<file path="src/hw/rtl/assert_macros.svh">
// ----------------------------------------------------------------------------
// Assertion macros
// Shared concurrent assertion forms, clocked on clk_i, disabled in reset.
// ----------------------------------------------------------------------------
`ifndef ASSERT_MACROS_SVH
`define ASSERT_MACROS_SVH

// same-cycle implication
`define ASSERT_IMP(label, ante, cons) \
  label: assert property (@(posedge clk_i) disable iff (!rst_ni) (ante) |-> (cons)) \
    else $error("assertion failed");

// next-cycle implication
`define ASSERT_NXT(label, ante, cons) \
  label: assert property (@(posedge clk_i) disable iff (!rst_ni) (ante) |=> (cons)) \
    else $error("assertion failed");

`endif

</file>
<file path="src/hw/rtl/ssq_pkg.sv">
// ----------------------------------------------------------------------------
// ssq_pkg
// Types and constants of the sorted sleep/wakeup queue.
// ----------------------------------------------------------------------------
package ssq_pkg;

  localparam int QueueDepthDef = 16;
  localparam int IdWidthDef    = 8;

  localparam int TickW   = 64;
  localparam int DurW    = 32;
  localparam int IdPortW = 8;
  localparam int KindW   = 2;

  typedef enum logic [KindW-1:0] {
    KIND_ACCEPT = 2'd0,
    KIND_WAKE   = 2'd1,
    KIND_REJECT = 2'd2
  } kind_e;

  localparam logic ACT_SLEEP = 1'b0;
  localparam logic ACT_TICK  = 1'b1;

  typedef enum logic [2:0] {
    ST_IDLE,
    ST_SLP_START,
    ST_SLP_RD,
    ST_SLP_CMP,
    ST_SLP_WR,
    ST_TCK_RD,
    ST_TCK_CMP,
    ST_TCK_FLUSH
  } state_e;

  typedef struct packed {
    logic ld_sleep;
    logic ld_tick;
    logic rd_ptr;
    logic rd_head;
    logic mv;
    logic ins;
    logic emit_acc;
    logic emit_rej;
    logic pop;
    logic emit_pend;
    logic pend_last;
  } ctrl_cmd_t;

  typedef struct packed {
    logic full;
    logic empty;
    logic rem_one;
    logic rd_gt_new;
    logic rd_due;
    logic pend_v;
    logic count_one;
  } ctrl_sts_t;

endpackage

</file>
<file path="src/hw/rtl/ssq_ctrl.sv">
// ----------------------------------------------------------------------------
// ssq_ctrl
// Sequencer for insert walks and tick pops of the sleeper queue.
// ----------------------------------------------------------------------------
`include "assert_macros.svh"

module ssq_ctrl
  import ssq_pkg::*;
(
  input  logic      clk_i,
  input  logic      rst_ni,
  input  logic      start_i,
  input  logic      action_i,
  output logic      busy_o,
  input  ctrl_sts_t sts_i,
  output ctrl_cmd_t cmd_o
);

  state_e state_q, state_d;

  always_ff @(posedge clk_i or negedge rst_ni) begin
    if (!rst_ni) begin
      state_q <= ST_IDLE;
    end else begin
      state_q <= state_d;
    end
  end

  always_comb begin
    state_d = state_q;
    cmd_o   = '0;
    case (state_q)
      ST_IDLE: begin
        if (start_i) begin
          if (action_i == ACT_SLEEP) begin
            cmd_o.ld_sleep = 1'b1;
            state_d        = ST_SLP_START;
          end else begin
            cmd_o.ld_tick = 1'b1;
            if (!sts_i.empty) state_d = ST_TCK_RD;
          end
        end
      end
      ST_SLP_START: begin
        if (sts_i.full) begin
          cmd_o.emit_rej = 1'b1;
          state_d        = ST_IDLE;
        end else if (sts_i.empty) begin
          cmd_o.ins      = 1'b1;
          cmd_o.emit_acc = 1'b1;
          state_d        = ST_IDLE;
        end else begin
          state_d = ST_SLP_RD;
        end
      end
      ST_SLP_RD: begin
        cmd_o.rd_ptr = 1'b1;
        state_d      = ST_SLP_CMP;
      end
      ST_SLP_CMP: begin
        if (sts_i.rd_gt_new) begin
          cmd_o.mv = 1'b1;
          state_d  = sts_i.rem_one ? ST_SLP_WR : ST_SLP_RD;
        end else begin
          cmd_o.ins      = 1'b1;
          cmd_o.emit_acc = 1'b1;
          state_d        = ST_IDLE;
        end
      end
      ST_SLP_WR: begin
        cmd_o.ins      = 1'b1;
        cmd_o.emit_acc = 1'b1;
        state_d        = ST_IDLE;
      end
      ST_TCK_RD: begin
        cmd_o.rd_head = 1'b1;
        state_d       = ST_TCK_CMP;
      end
      ST_TCK_CMP: begin
        if (sts_i.rd_due) begin
          cmd_o.emit_pend = sts_i.pend_v;
          cmd_o.pop       = 1'b1;
          state_d         = sts_i.count_one ? ST_TCK_FLUSH : ST_TCK_RD;
        end else begin
          cmd_o.emit_pend = sts_i.pend_v;
          cmd_o.pend_last = 1'b1;
          state_d         = ST_IDLE;
        end
      end
      ST_TCK_FLUSH: begin
        cmd_o.emit_pend = 1'b1;
        cmd_o.pend_last = 1'b1;
        state_d         = ST_IDLE;
      end
      default: begin
        state_d = ST_IDLE;
      end
    endcase
  end

  assign busy_o = (state_q != ST_IDLE);

  `ASSERT_IMP(a_pend_emit, cmd_o.emit_pend, sts_i.pend_v)

endmodule

</file>
<file path="src/hw/rtl/ssq_datapath.sv">
// ----------------------------------------------------------------------------
// ssq_datapath
// Tick counter, circular entry memory, walk pointer and result registers.
// ----------------------------------------------------------------------------
`include "assert_macros.svh"

module ssq_datapath
  import ssq_pkg::*;
#(
  parameter int QUEUE_DEPTH = QueueDepthDef,
  parameter int ID_WIDTH    = IdWidthDef
) (
  input  logic               clk_i,
  input  logic               rst_ni,
  input  ctrl_cmd_t          cmd_i,
  output ctrl_sts_t          sts_o,
  input  logic [IdPortW-1:0] sleeper_id_i,
  input  logic [DurW-1:0]    duration_i,
  output logic               res_valid_o,
  output logic [KindW-1:0]   kind_o,
  output logic [IdPortW-1:0] sleeper_id_res_o,
  output logic [TickW-1:0]   wake_tick_o,
  output logic               last_o
);

  localparam int PW   = (QUEUE_DEPTH > 1) ? $clog2(QUEUE_DEPTH) : 1;
  localparam int CW   = $clog2(QUEUE_DEPTH + 1);
  localparam int SW   = CW + 1;
  localparam int IdW  = (ID_WIDTH < IdPortW) ? ID_WIDTH : IdPortW;
  localparam int EntW = TickW + IdW;

  function automatic logic [PW-1:0] ptr_inc(input logic [PW-1:0] p);
    ptr_inc = (p == PW'(QUEUE_DEPTH - 1)) ? '0 : p + 1'b1;
  endfunction

  function automatic logic [PW-1:0] ptr_dec(input logic [PW-1:0] p);
    ptr_dec = (p == '0) ? PW'(QUEUE_DEPTH - 1) : p - 1'b1;
  endfunction

  logic [EntW-1:0]  mem_q [QUEUE_DEPTH];
  logic [EntW-1:0]  rd_q;
  logic [TickW-1:0] tick_q;
  logic [PW-1:0]    head_q;
  logic [CW-1:0]    count_q;
  logic [CW-1:0]    rem_q;
  logic [PW-1:0]    ptr_q;
  logic [TickW-1:0] new_wake_q;
  logic [IdW-1:0]   new_id_q;
  logic [EntW-1:0]  pend_q;
  logic             pend_v_q;
  logic             res_valid_q;
  logic [KindW-1:0] kind_q;
  logic [IdW-1:0]   res_id_q;
  logic [TickW-1:0] res_wake_q;
  logic             last_q;

  logic [SW-1:0]    tail_sum;
  logic [PW-1:0]    tail_m1;
  logic [PW-1:0]    rd_addr;
  logic [TickW-1:0] rd_wake;
  logic [IdPortW-1:0] id_ext;

  always_comb begin
    tail_sum = SW'(head_q) + SW'(count_q);
    if (tail_sum >= SW'(QUEUE_DEPTH)) tail_sum = tail_sum - SW'(QUEUE_DEPTH);
    tail_m1 = ptr_dec(tail_sum[PW-1:0]);
  end

  assign rd_addr = cmd_i.rd_head ? head_q : ptr_q;
  assign rd_wake = rd_q[EntW-1:IdW];

  always_ff @(posedge clk_i) begin
    if (cmd_i.mv) begin
      mem_q[ptr_inc(ptr_q)] <= rd_q;
    end else if (cmd_i.ins) begin
      mem_q[ptr_inc(ptr_q)] <= {new_wake_q, new_id_q};
    end
    if (cmd_i.rd_ptr || cmd_i.rd_head) begin
      rd_q <= mem_q[rd_addr];
    end
  end

  always_ff @(posedge clk_i or negedge rst_ni) begin
    if (!rst_ni) begin
      tick_q   <= '0;
      head_q   <= '0;
      count_q  <= '0;
      pend_v_q <= 1'b0;
    end else begin
      if (cmd_i.ld_tick) tick_q <= tick_q + 1'b1;
      if (cmd_i.ins) count_q <= count_q + 1'b1;
      if (cmd_i.pop) begin
        head_q  <= ptr_inc(head_q);
        count_q <= count_q - 1'b1;
      end
      if (cmd_i.pop) pend_v_q <= 1'b1;
      else if (cmd_i.emit_pend) pend_v_q <= 1'b0;
    end
  end

  always_ff @(posedge clk_i) begin
    if (cmd_i.ld_sleep) begin
      new_wake_q <= tick_q + TickW'(duration_i);
      new_id_q   <= sleeper_id_i[IdW-1:0];
      ptr_q      <= tail_m1;
      rem_q      <= count_q;
    end
    if (cmd_i.mv) begin
      ptr_q <= ptr_dec(ptr_q);
      rem_q <= rem_q - 1'b1;
    end
    if (cmd_i.pop) pend_q <= rd_q;
  end

  always_ff @(posedge clk_i or negedge rst_ni) begin
    if (!rst_ni) begin
      res_valid_q <= 1'b0;
    end else begin
      res_valid_q <= cmd_i.emit_acc || cmd_i.emit_rej || cmd_i.emit_pend;
    end
  end

  always_ff @(posedge clk_i) begin
    if (cmd_i.emit_acc || cmd_i.emit_rej) begin
      kind_q     <= cmd_i.emit_rej ? KIND_REJECT : KIND_ACCEPT;
      res_id_q   <= new_id_q;
      res_wake_q <= new_wake_q;
      last_q     <= 1'b1;
    end else if (cmd_i.emit_pend) begin
      kind_q     <= KIND_WAKE;
      res_id_q   <= pend_q[IdW-1:0];
      res_wake_q <= pend_q[EntW-1:IdW];
      last_q     <= cmd_i.pend_last;
    end
  end

  always_comb begin
    id_ext          = '0;
    id_ext[IdW-1:0] = res_id_q;
  end

  assign sts_o.full      = (count_q == CW'(QUEUE_DEPTH));
  assign sts_o.empty     = (count_q == '0);
  assign sts_o.count_one = (count_q == CW'(1));
  assign sts_o.rem_one   = (rem_q == CW'(1));
  assign sts_o.rd_gt_new = (rd_wake > new_wake_q);
  assign sts_o.rd_due    = (rd_wake <= tick_q);
  assign sts_o.pend_v    = pend_v_q;

  assign res_valid_o      = res_valid_q;
  assign kind_o           = kind_q;
  assign sleeper_id_res_o = id_ext;
  assign wake_tick_o      = res_wake_q;
  assign last_o           = last_q;

  `ASSERT_IMP(a_pop_nonempty, cmd_i.pop, count_q != '0)
  `ASSERT_IMP(a_ins_not_full, cmd_i.ins, count_q < CW'(QUEUE_DEPTH))
  `ASSERT_IMP(a_wake_due, res_valid_q && (kind_q == KIND_WAKE), res_wake_q <= tick_q)

endmodule

</file>
<file path="src/hw/rtl/sorted_sleep_wakeup_queue_unit.sv">
// ----------------------------------------------------------------------------
// sorted_sleep_wakeup_queue_unit
// Tick counter with a bounded queue of sleepers kept sorted by wake tick.
// ----------------------------------------------------------------------------
// channel   direction  handshake                  payload
// request   in         start_i & !busy_o          action_i, sleeper_id_i, duration_i
// result    out        res_valid_o (1-cycle strobe) kind_o, sleeper_id_res_o,
//                                                 wake_tick_o, last_o
//
// Sleep: a start state, then a read state and a compare state per queued entry
// examined, plus a write state when the new entry lands at the head.
// Tick: a read state and a compare state per entry examined, plus a flush state when the queue drains.
// Each result strobes in the cycle after it is decided; the receiver cannot stall.
// Reset clears the counter and fill count; entry memory is not cleared.
// ----------------------------------------------------------------------------
module sorted_sleep_wakeup_queue_unit
  import ssq_pkg::*;
#(
  parameter int QUEUE_DEPTH = QueueDepthDef,
  parameter int ID_WIDTH    = IdWidthDef
) (
  input  logic               clk_i,
  input  logic               rst_ni,
  input  logic               start_i,
  output logic               busy_o,
  input  logic               action_i,
  input  logic [IdPortW-1:0] sleeper_id_i,
  input  logic [DurW-1:0]    duration_i,
  output logic               res_valid_o,
  output logic [KindW-1:0]   kind_o,
  output logic [IdPortW-1:0] sleeper_id_res_o,
  output logic [TickW-1:0]   wake_tick_o,
  output logic               last_o
);

  ctrl_cmd_t cmd;
  ctrl_sts_t sts;

  ssq_ctrl u_ctrl (
    .clk_i    (clk_i),
    .rst_ni   (rst_ni),
    .start_i  (start_i),
    .action_i (action_i),
    .busy_o   (busy_o),
    .sts_i    (sts),
    .cmd_o    (cmd)
  );

  ssq_datapath #(
    .QUEUE_DEPTH (QUEUE_DEPTH),
    .ID_WIDTH    (ID_WIDTH)
  ) u_datapath (
    .clk_i            (clk_i),
    .rst_ni           (rst_ni),
    .cmd_i            (cmd),
    .sts_o            (sts),
    .sleeper_id_i     (sleeper_id_i),
    .duration_i       (duration_i),
    .res_valid_o      (res_valid_o),
    .kind_o           (kind_o),
    .sleeper_id_res_o (sleeper_id_res_o),
    .wake_tick_o      (wake_tick_o),
    .last_o           (last_o)
  );

endmodule

</file>
<file path="config.mk">
export PLATFORM = sky130hd
export DESIGN_NAME = sorted_sleep_wakeup_queue_unit
export DESIGN_NICKNAME = d
export VERILOG_FILES = /design/src/hw/rtl/ssq_pkg.sv /design/src/hw/rtl/ssq_ctrl.sv /design/src/hw/rtl/ssq_datapath.sv /design/src/hw/rtl/sorted_sleep_wakeup_queue_unit.sv
export VERILOG_INCLUDE_DIRS = /design/src /design/src/hw/rtl
export SDC_FILE = /design/constraint.sdc
export NUM_CORES = 2
export LEC_CHECK = 0
export BUFFER_PORTS_ARGS = -buffer_cell sky130_fd_sc_hd__buf_4
export CORE_UTILIZATION = 55
export DETAILED_ROUTE_END_ITERATION = 10
export GPL_TIMING_DRIVEN = 1
export PLACE_DENSITY = 0.71
export SYNTH_ARGS = -nofsm -noshare
export SYNTH_HDL_FRONTEND = slang
export SYNTH_SLANG_ARGS = --single-unit
</file>
<file path="constraint.sdc">
create_clock -name clk_i -period 20.1 [get_ports clk_i]
set_clock_uncertainty 0.05 [all_clocks]
set_input_delay 1.005 -clock clk_i [delete_from_list [all_inputs] [get_ports clk_i]]
set_output_delay 1.005 -clock clk_i [all_outputs]
set_load 0.02 [all_outputs]
</file>
# == Word level (Yosys, flattened, before mapping) ==
# Memories as Yosys holds them, arrays and structs flattened. A register that Yosys moved wholly into a read port is not among the register bits.
# Cells that the tools add are included.
# totals
mem_count,1
ramBits,1152
in_bits,44
regBits,306
word_cells,114
output_inout_bits,77
# mem_list
memory,words,word_bits,read_ports,rd_ports_with_merged_regs,wr,line_no,text
u_datapath.mem_q,16,72,1,1,1,ssq_datapath.sv:40,logic [EntW-1:0] mem_q [QUEUE_DEPTH];
# classes
reduce_logical,14
n_eq_ne,14
bitwise_logic,1
mux,55
n_lt_le_gt_ge,3
addsub,11
# op_table
op,count
two-way mux 64 bit,2
two-way mux 72 bit,1
"adder 64 x 1 -> 64 bit, second input constant",1
adder 64 x 32 -> 64 bit,1
greater-than comparator 64 bit,1
<= comparator 64 bit,1
two-way mux 4 bit,8
two-way mux 2 bit,11
case mux 3 bit (7 select lines),1
two-way mux 5 bit,4
two-way mux 1 bit,18
two-way mux 3 bit,6
two-way mux 8 bit,2
"== test 3 bit, second input constant",4
"subtractor 4 x 1 -> 4 bit, second input constant",3
"== test 5 x 1 -> 1 bit, second input constant",2
"subtractor 5 x 1 -> 5 bit, second input constant",2
"adder 4 x 1 -> 4 bit, second input constant",2
"== test 4 bit, second input constant",2
zero test 4 bit,2
nonzero test 2 bit,4
adder 4 x 5 -> 6 bit,1
"== test 3 x 2 -> 1 bit, second input constant",2
">= comparator 6 x 5 -> 1 bit, second input constant",1
14 further kinds,16

# == Depth between registers and ports, before layout ==
# logic_depth
ltp_word,8
ltp_mapped,13

# == Cells and area by module ==
# A second synthesis with hierarchy kept.
# unflattened
hier_cells,3735
area_unflattened_um2,63866.3
# by_module_without_submodules
mod,seq_area_each_um2,area_each_um2,cells_per_inst,instances
ssq_datapath,45468.6,63579.7,3695,1
ssq_ctrl,75.1,286.5,40,1

# == Worst setup path after synthesis ==
# Ideal clock, no wire load.
# synth_timing
kind,input to register
start,input port action_i
end,"register u_datapath.ptr_q[0], enable pin"
n_path_buf,0
path_slack_ps,12664
setup_ps,326
path_stages,2
t_arrival_ps,7060
required_ps,19724
path_cell_list,nor3b_1 or2_2
# synth_via
elab_chain_cells,4
# synth_rtl
element,line_no,text
from (decl),sorted_sleep_wakeup_queue_unit.sv:26,"input logic action_i,"
two-way mux 1 bit,ssq_ctrl.sv:35,if (action_i == ACT_SLEEP) begin
two-way mux 2 bit,ssq_ctrl.sv:34,if (start_i) begin
two-way mux 2 bit,ssq_ctrl.sv:32,case (state_q)
nonzero test 2 bit (no line),--,
to (signal assigned),ssq_datapath.sv:105,ptr_q <= tail_m1;
to (signal assigned),ssq_datapath.sv:109,ptr_q <= ptr_dec(ptr_q);
to (decl),ssq_datapath.sv:46,logic [PW-1:0] ptr_q;
# No other way between the ends.
# A chain may end at the register's enable or synchronous reset.

# == Worst setup path in the final report ==
# layout_timing
start,"register u_datapath.rd_q[27], read port of u_datapath.mem_q"
end,memory u_datapath.mem_q[14][8] (netlist name) (data pin)
# layout_via
elab_chain_cells,7
# layout_rtl
element,line_no,text
from (decl),ssq_datapath.sv:41,logic [EntW-1:0] rd_q;
greater-than comparator 64 bit (*),ssq_datapath.sv:146,assign sts_o.rd_gt_new = (rd_wake > new_wake_q);
two-way mux 2 bit,ssq_ctrl.sv:61,if (sts_i.rd_gt_new) begin
case mux 2 bit (3 select lines),ssq_ctrl.sv:32,
two-way mux 1 bit,ssq_datapath.sv:75,end else if (cmd_i.ins) begin
two-way mux 1 bit (*),ssq_datapath.sv:73,if (cmd_i.mv) begin
two-way mux 1 bit (not written as such) (*),ssq_datapath.sv:76,"mem_q[ptr_inc(ptr_q)] <= {new_wake_q, new_id_q};"
two-way mux 72 bit (no line) (*),--,
to (decl),ssq_datapath.sv:40,
# Mark *: on every way between the ends. The rest lies on a longest branch, timed or not.

==> impl_results.md <==
- Async SR Flop Fraction: 0.0510
- Critical R2R Capture: u_datapath.mem_q[14][8]
- Clock Root Buffer: clkbuf_16
- Final cell count without fillers: 5407
- Slew @ Worst Pin: 1.26 ns
- Status: finished clean
- Top cell type's share of synthesized area: 0.680
- Setup TNS: 0 ns
- Total GRT Usage: 0.266
- Number of vias per cell: 6.31
- Layout cells sized above 1: 0.216
- Die width: 343 µm
- Fill cell count: 7972
- CP Max Fanout: 56
- Pin count of the biggest net entering global routing: 109
- Gr ovfl total: 0
- Number of setup buffers added after CTS: 0
- Synth unique cells: 83
- Syn_nets: 3812
- Fin area: 71700 µm²
- Core ar.: 115000 µm²
- Routed WL: 154000 µm
- Number of diodes: 0
- Critical path endpoint category: register
- Resize count post-CTS: 0
- Total CTS buffers: 154
- Pins over their slew limit: 0
- Yosys reg bits: 1530
- Ys Warns: 0
- Clock Path Buffers: 3
- Remaining antenna violation count: 0
- First-pass GRT wire length: 227000 µm
- Row count: 124
- Initial DRC count: 3646
- Max-slew headroom at the worst pin: 0.161
- P per Cell Area: 152 nW/µm²
- Starting Density: 0.557
- R2r setup slk: 14.48 ns
- Final Cycle Share: 0.279
- Setup Viol. Count Final: 0
- Via count: 34142
- I/O pin count: 121
- RSZ-0062 raised after global routing: false
- DIE HEIGHT: 343 µm
- Initial antenna violation count: 1
- HPWL after detailed placement: 86900 µm
- Placed Area: 66700 µm²
- Worst-case reg-to-reg path depth: 9
- DR WL/cell: 28.5 µm
- Nets@finish: 3987
- Final Util: 0.624
- Synth Cell Area: 64100 µm²
- Drc violations: 0
- Placed insts: 5119
- Router iterations before antenna repair: 5
- Placer Congestion: 0.905
- Critical path required time: 20.45 ns
- Worst VDD drop: 120 µV
- Synth-to-Final Area Change: 11.9%
- Hold Path Class: in -> async
- Final Hold Fails: 0
- Number of flops mapped to enable cells by yosys: 1451
- Ys flop type: edfxtp_1
- Syn Area/Cell: 17.9 µm²
- Number of max-cap violations: 0
- Full die area: 118000 µm²
- CTS tree: done
- Sink Count: 1530
- Worst setup SP type: register
- Port bufs: 120
- Tmin final: 5.62 ns
- Clock transition at path regs: 0.06 ns
- Total power: 10900 µW
- Post-CTS Hold Fix Bufs: 0
- Worst setup path class: reg -> reg
- FMAX: 178 MHz
- Worst R2R Start: u_datapath.rd_q[27]
- Vias in the first global route: 34626
- Later-pin clock latency in the skew report: 0.77 ns
- Post-Synthesis Cells: 3588
- H-tree depth: 4
- Sequential element share of the synthesized area: 0.711
- Leak: 0.0240 µW
- Critical path arrival: 5.96 ns
- Most area-hungry cell type in the Yosys netlist: edfxtp_1
- Synth area leaders: edfxtp_1 68%, mux4_2 10%, ha_1 3.5%
==> metrics by stage <==
step	hold WS [ns]	worst slack, ns
final	0.129	14.48
after global routing	0.153	14.24
after CTS	0.111	14.52
after detailed placement	0.382	14.63
after global placement	0.375	14.77
after floorplan	0.372	12.66
==> synthesized netlist by cell type (21+ instances only) <==
| cell type | n |
|---|---|
| a31oi_1 | 81 |
| nor3_1 | 26 |
| dfrtp_1 | 78 |
| edfxtp_1 | 1451 |
| ha_1 | 178 |
| and3_1 | 27 |
| nand4_1 | 48 |
| nor2_1 | 71 |
| o21ai_0 | 45 |
| a211oi_1 | 79 |
| a21oi_1 | 99 |
| nor4_1 | 23 |
| xnor2_1 | 122 |
| nand3_1 | 35 |
| a21o_1 | 21 |
| inv_1 | 154 |
| nand2_1 | 245 |
| buf_2 | 54 |
| mux2_2 | 107 |
| mux4_2 | 288 |
| and2_1 | 76 |
| mux2_1 | 38 |
| clkbuf_1 | 71 |
==> area by class of cell <==
type	instances	area, µm²	share of cell area
flip-flops and latches	1530	45500	0.635
clock inverters	90	910	0.0127
multi-input cells	1755	17400	0.242
inverters	156	588	0.00820
well taps	1512	1890	0.0264
clock buffers	198	4130	0.0576
repair buffers	166	1270	0.0177
==> power breakdown <==
part           total [µW]  switching (µW)  internal (µW)
Sequential           4820             237           4580
Combinational        3190            2030           1160
Clock                2860            1220           1650
Total               10900            3480           7390
==> critical path, stage by stage (launching register included) <==
cell and delay, ns:
edfxtp_1 0.44, ha_1 0.36, nand4_1 0.18, nor4_1 0.91
nand4b_1 0.26, or2_1 0.36, a31oi_4 0.96, buf_4 0.96
nand2_1 0.11, o21ai_1 0.57
==> cells by family (layout without fill, tap and decap cells) <==
group,after synthesis,count (layout),synth area share
fa+ha+maj,180,180,0.0354
simple gates,616,616,0.0486
compound gates,385,385,0.0386
xor+xnor,136,136,0.0186
flops,1530,1530,0.711
mux,438,438,0.128
buf+inv,303,610,0.0206
==> sequential cells by signal (all words and copies together) (netlist names) <==
signal	flops
u_datapath.res_valid_o	1
u_datapath.tick_q	64
u_datapath.new_wake_q	64
u_datapath.last_o	1
u_datapath.pend_q	72
u_datapath.rem_q	5
u_datapath.count_q	5
u_datapath.mem_q	1152
u_datapath.new_id_q	8
u_datapath.ptr_q	4
u_datapath.wake_tick_o	64
u_ctrl.state_q	3
u_datapath.head_q	4
u_datapath.sleeper_id_res_o	8
u_datapath.rd_q	72
u_datapath.kind_o	2
u_datapath.pend_v_q	1
==> routing by layer <==
metal  up-vias  global-route usage  wire, µm
met5         -                   0         0
met3       241              0.0398     11500
met1     17816               0.385     64100
li1      14632                   -         -
met4         0              0.0787      4050
met2      1453               0.424     74300
==> worst max path at each step <==
stage                        startpoint  slack [ns]  depth (start not counted)                 endpoint
floorplan                      action_i       12.66                          2      u_datapath.ptr_q[0]
global placement    u_datapath.rd_q[27]       14.77                          9   u_datapath.mem_q[6][8]
detailed placement  u_datapath.rd_q[27]       14.63                          9   u_datapath.mem_q[5][8]
CTS                 u_datapath.rd_q[27]       14.52                          9  u_datapath.mem_q[14][8]
global route        u_datapath.rd_q[27]       14.24                          9  u_datapath.mem_q[14][8]
finish              u_datapath.rd_q[27]       14.48                          9  u_datapath.mem_q[14][8]
==> cell usage in the layout, fill, tap and decap left out, types with 7 or more instances in the layout <==
cell / Yosys / layout
a211oi_1: 79 / 79
ha_1: 178 / 178
clkbuf_8: 0 / 7
a31oi_1: 81 / 81
clkinv_1: 1 / 30
nor2_1: 71 / 70
nor4_1: 23 / 23
o211ai_1: 9 / 9
nor3_1: 26 / 26
clkbuf_16: 0 / 156
edfxtp_1: 1451 / 1451
a21o_1: 21 / 21
xor2_1: 14 / 14
nor2b_1: 11 / 11
mux2_2: 107 / 106
nand3_1: 35 / 35
mux2_1: 38 / 38
and3_1: 27 / 11
o21ai_0: 45 / 43
nand2_1: 245 / 244
clkbuf_1: 71 / 35
a21oi_1: 99 / 98
buf_4: 11 / 164
inv_1: 154 / 154
and2_1: 76 / 76
clkinv_2: 0 / 25
mux4_2: 288 / 288
dfrtp_1: 78 / 78
nand4_1: 48 / 48
or3_1: 10 / 10
bufinv_16: 0 / 14
xnor2_1: 122 / 122
and3_4: 3 / 19
Power figures use the tool's default switching activity.
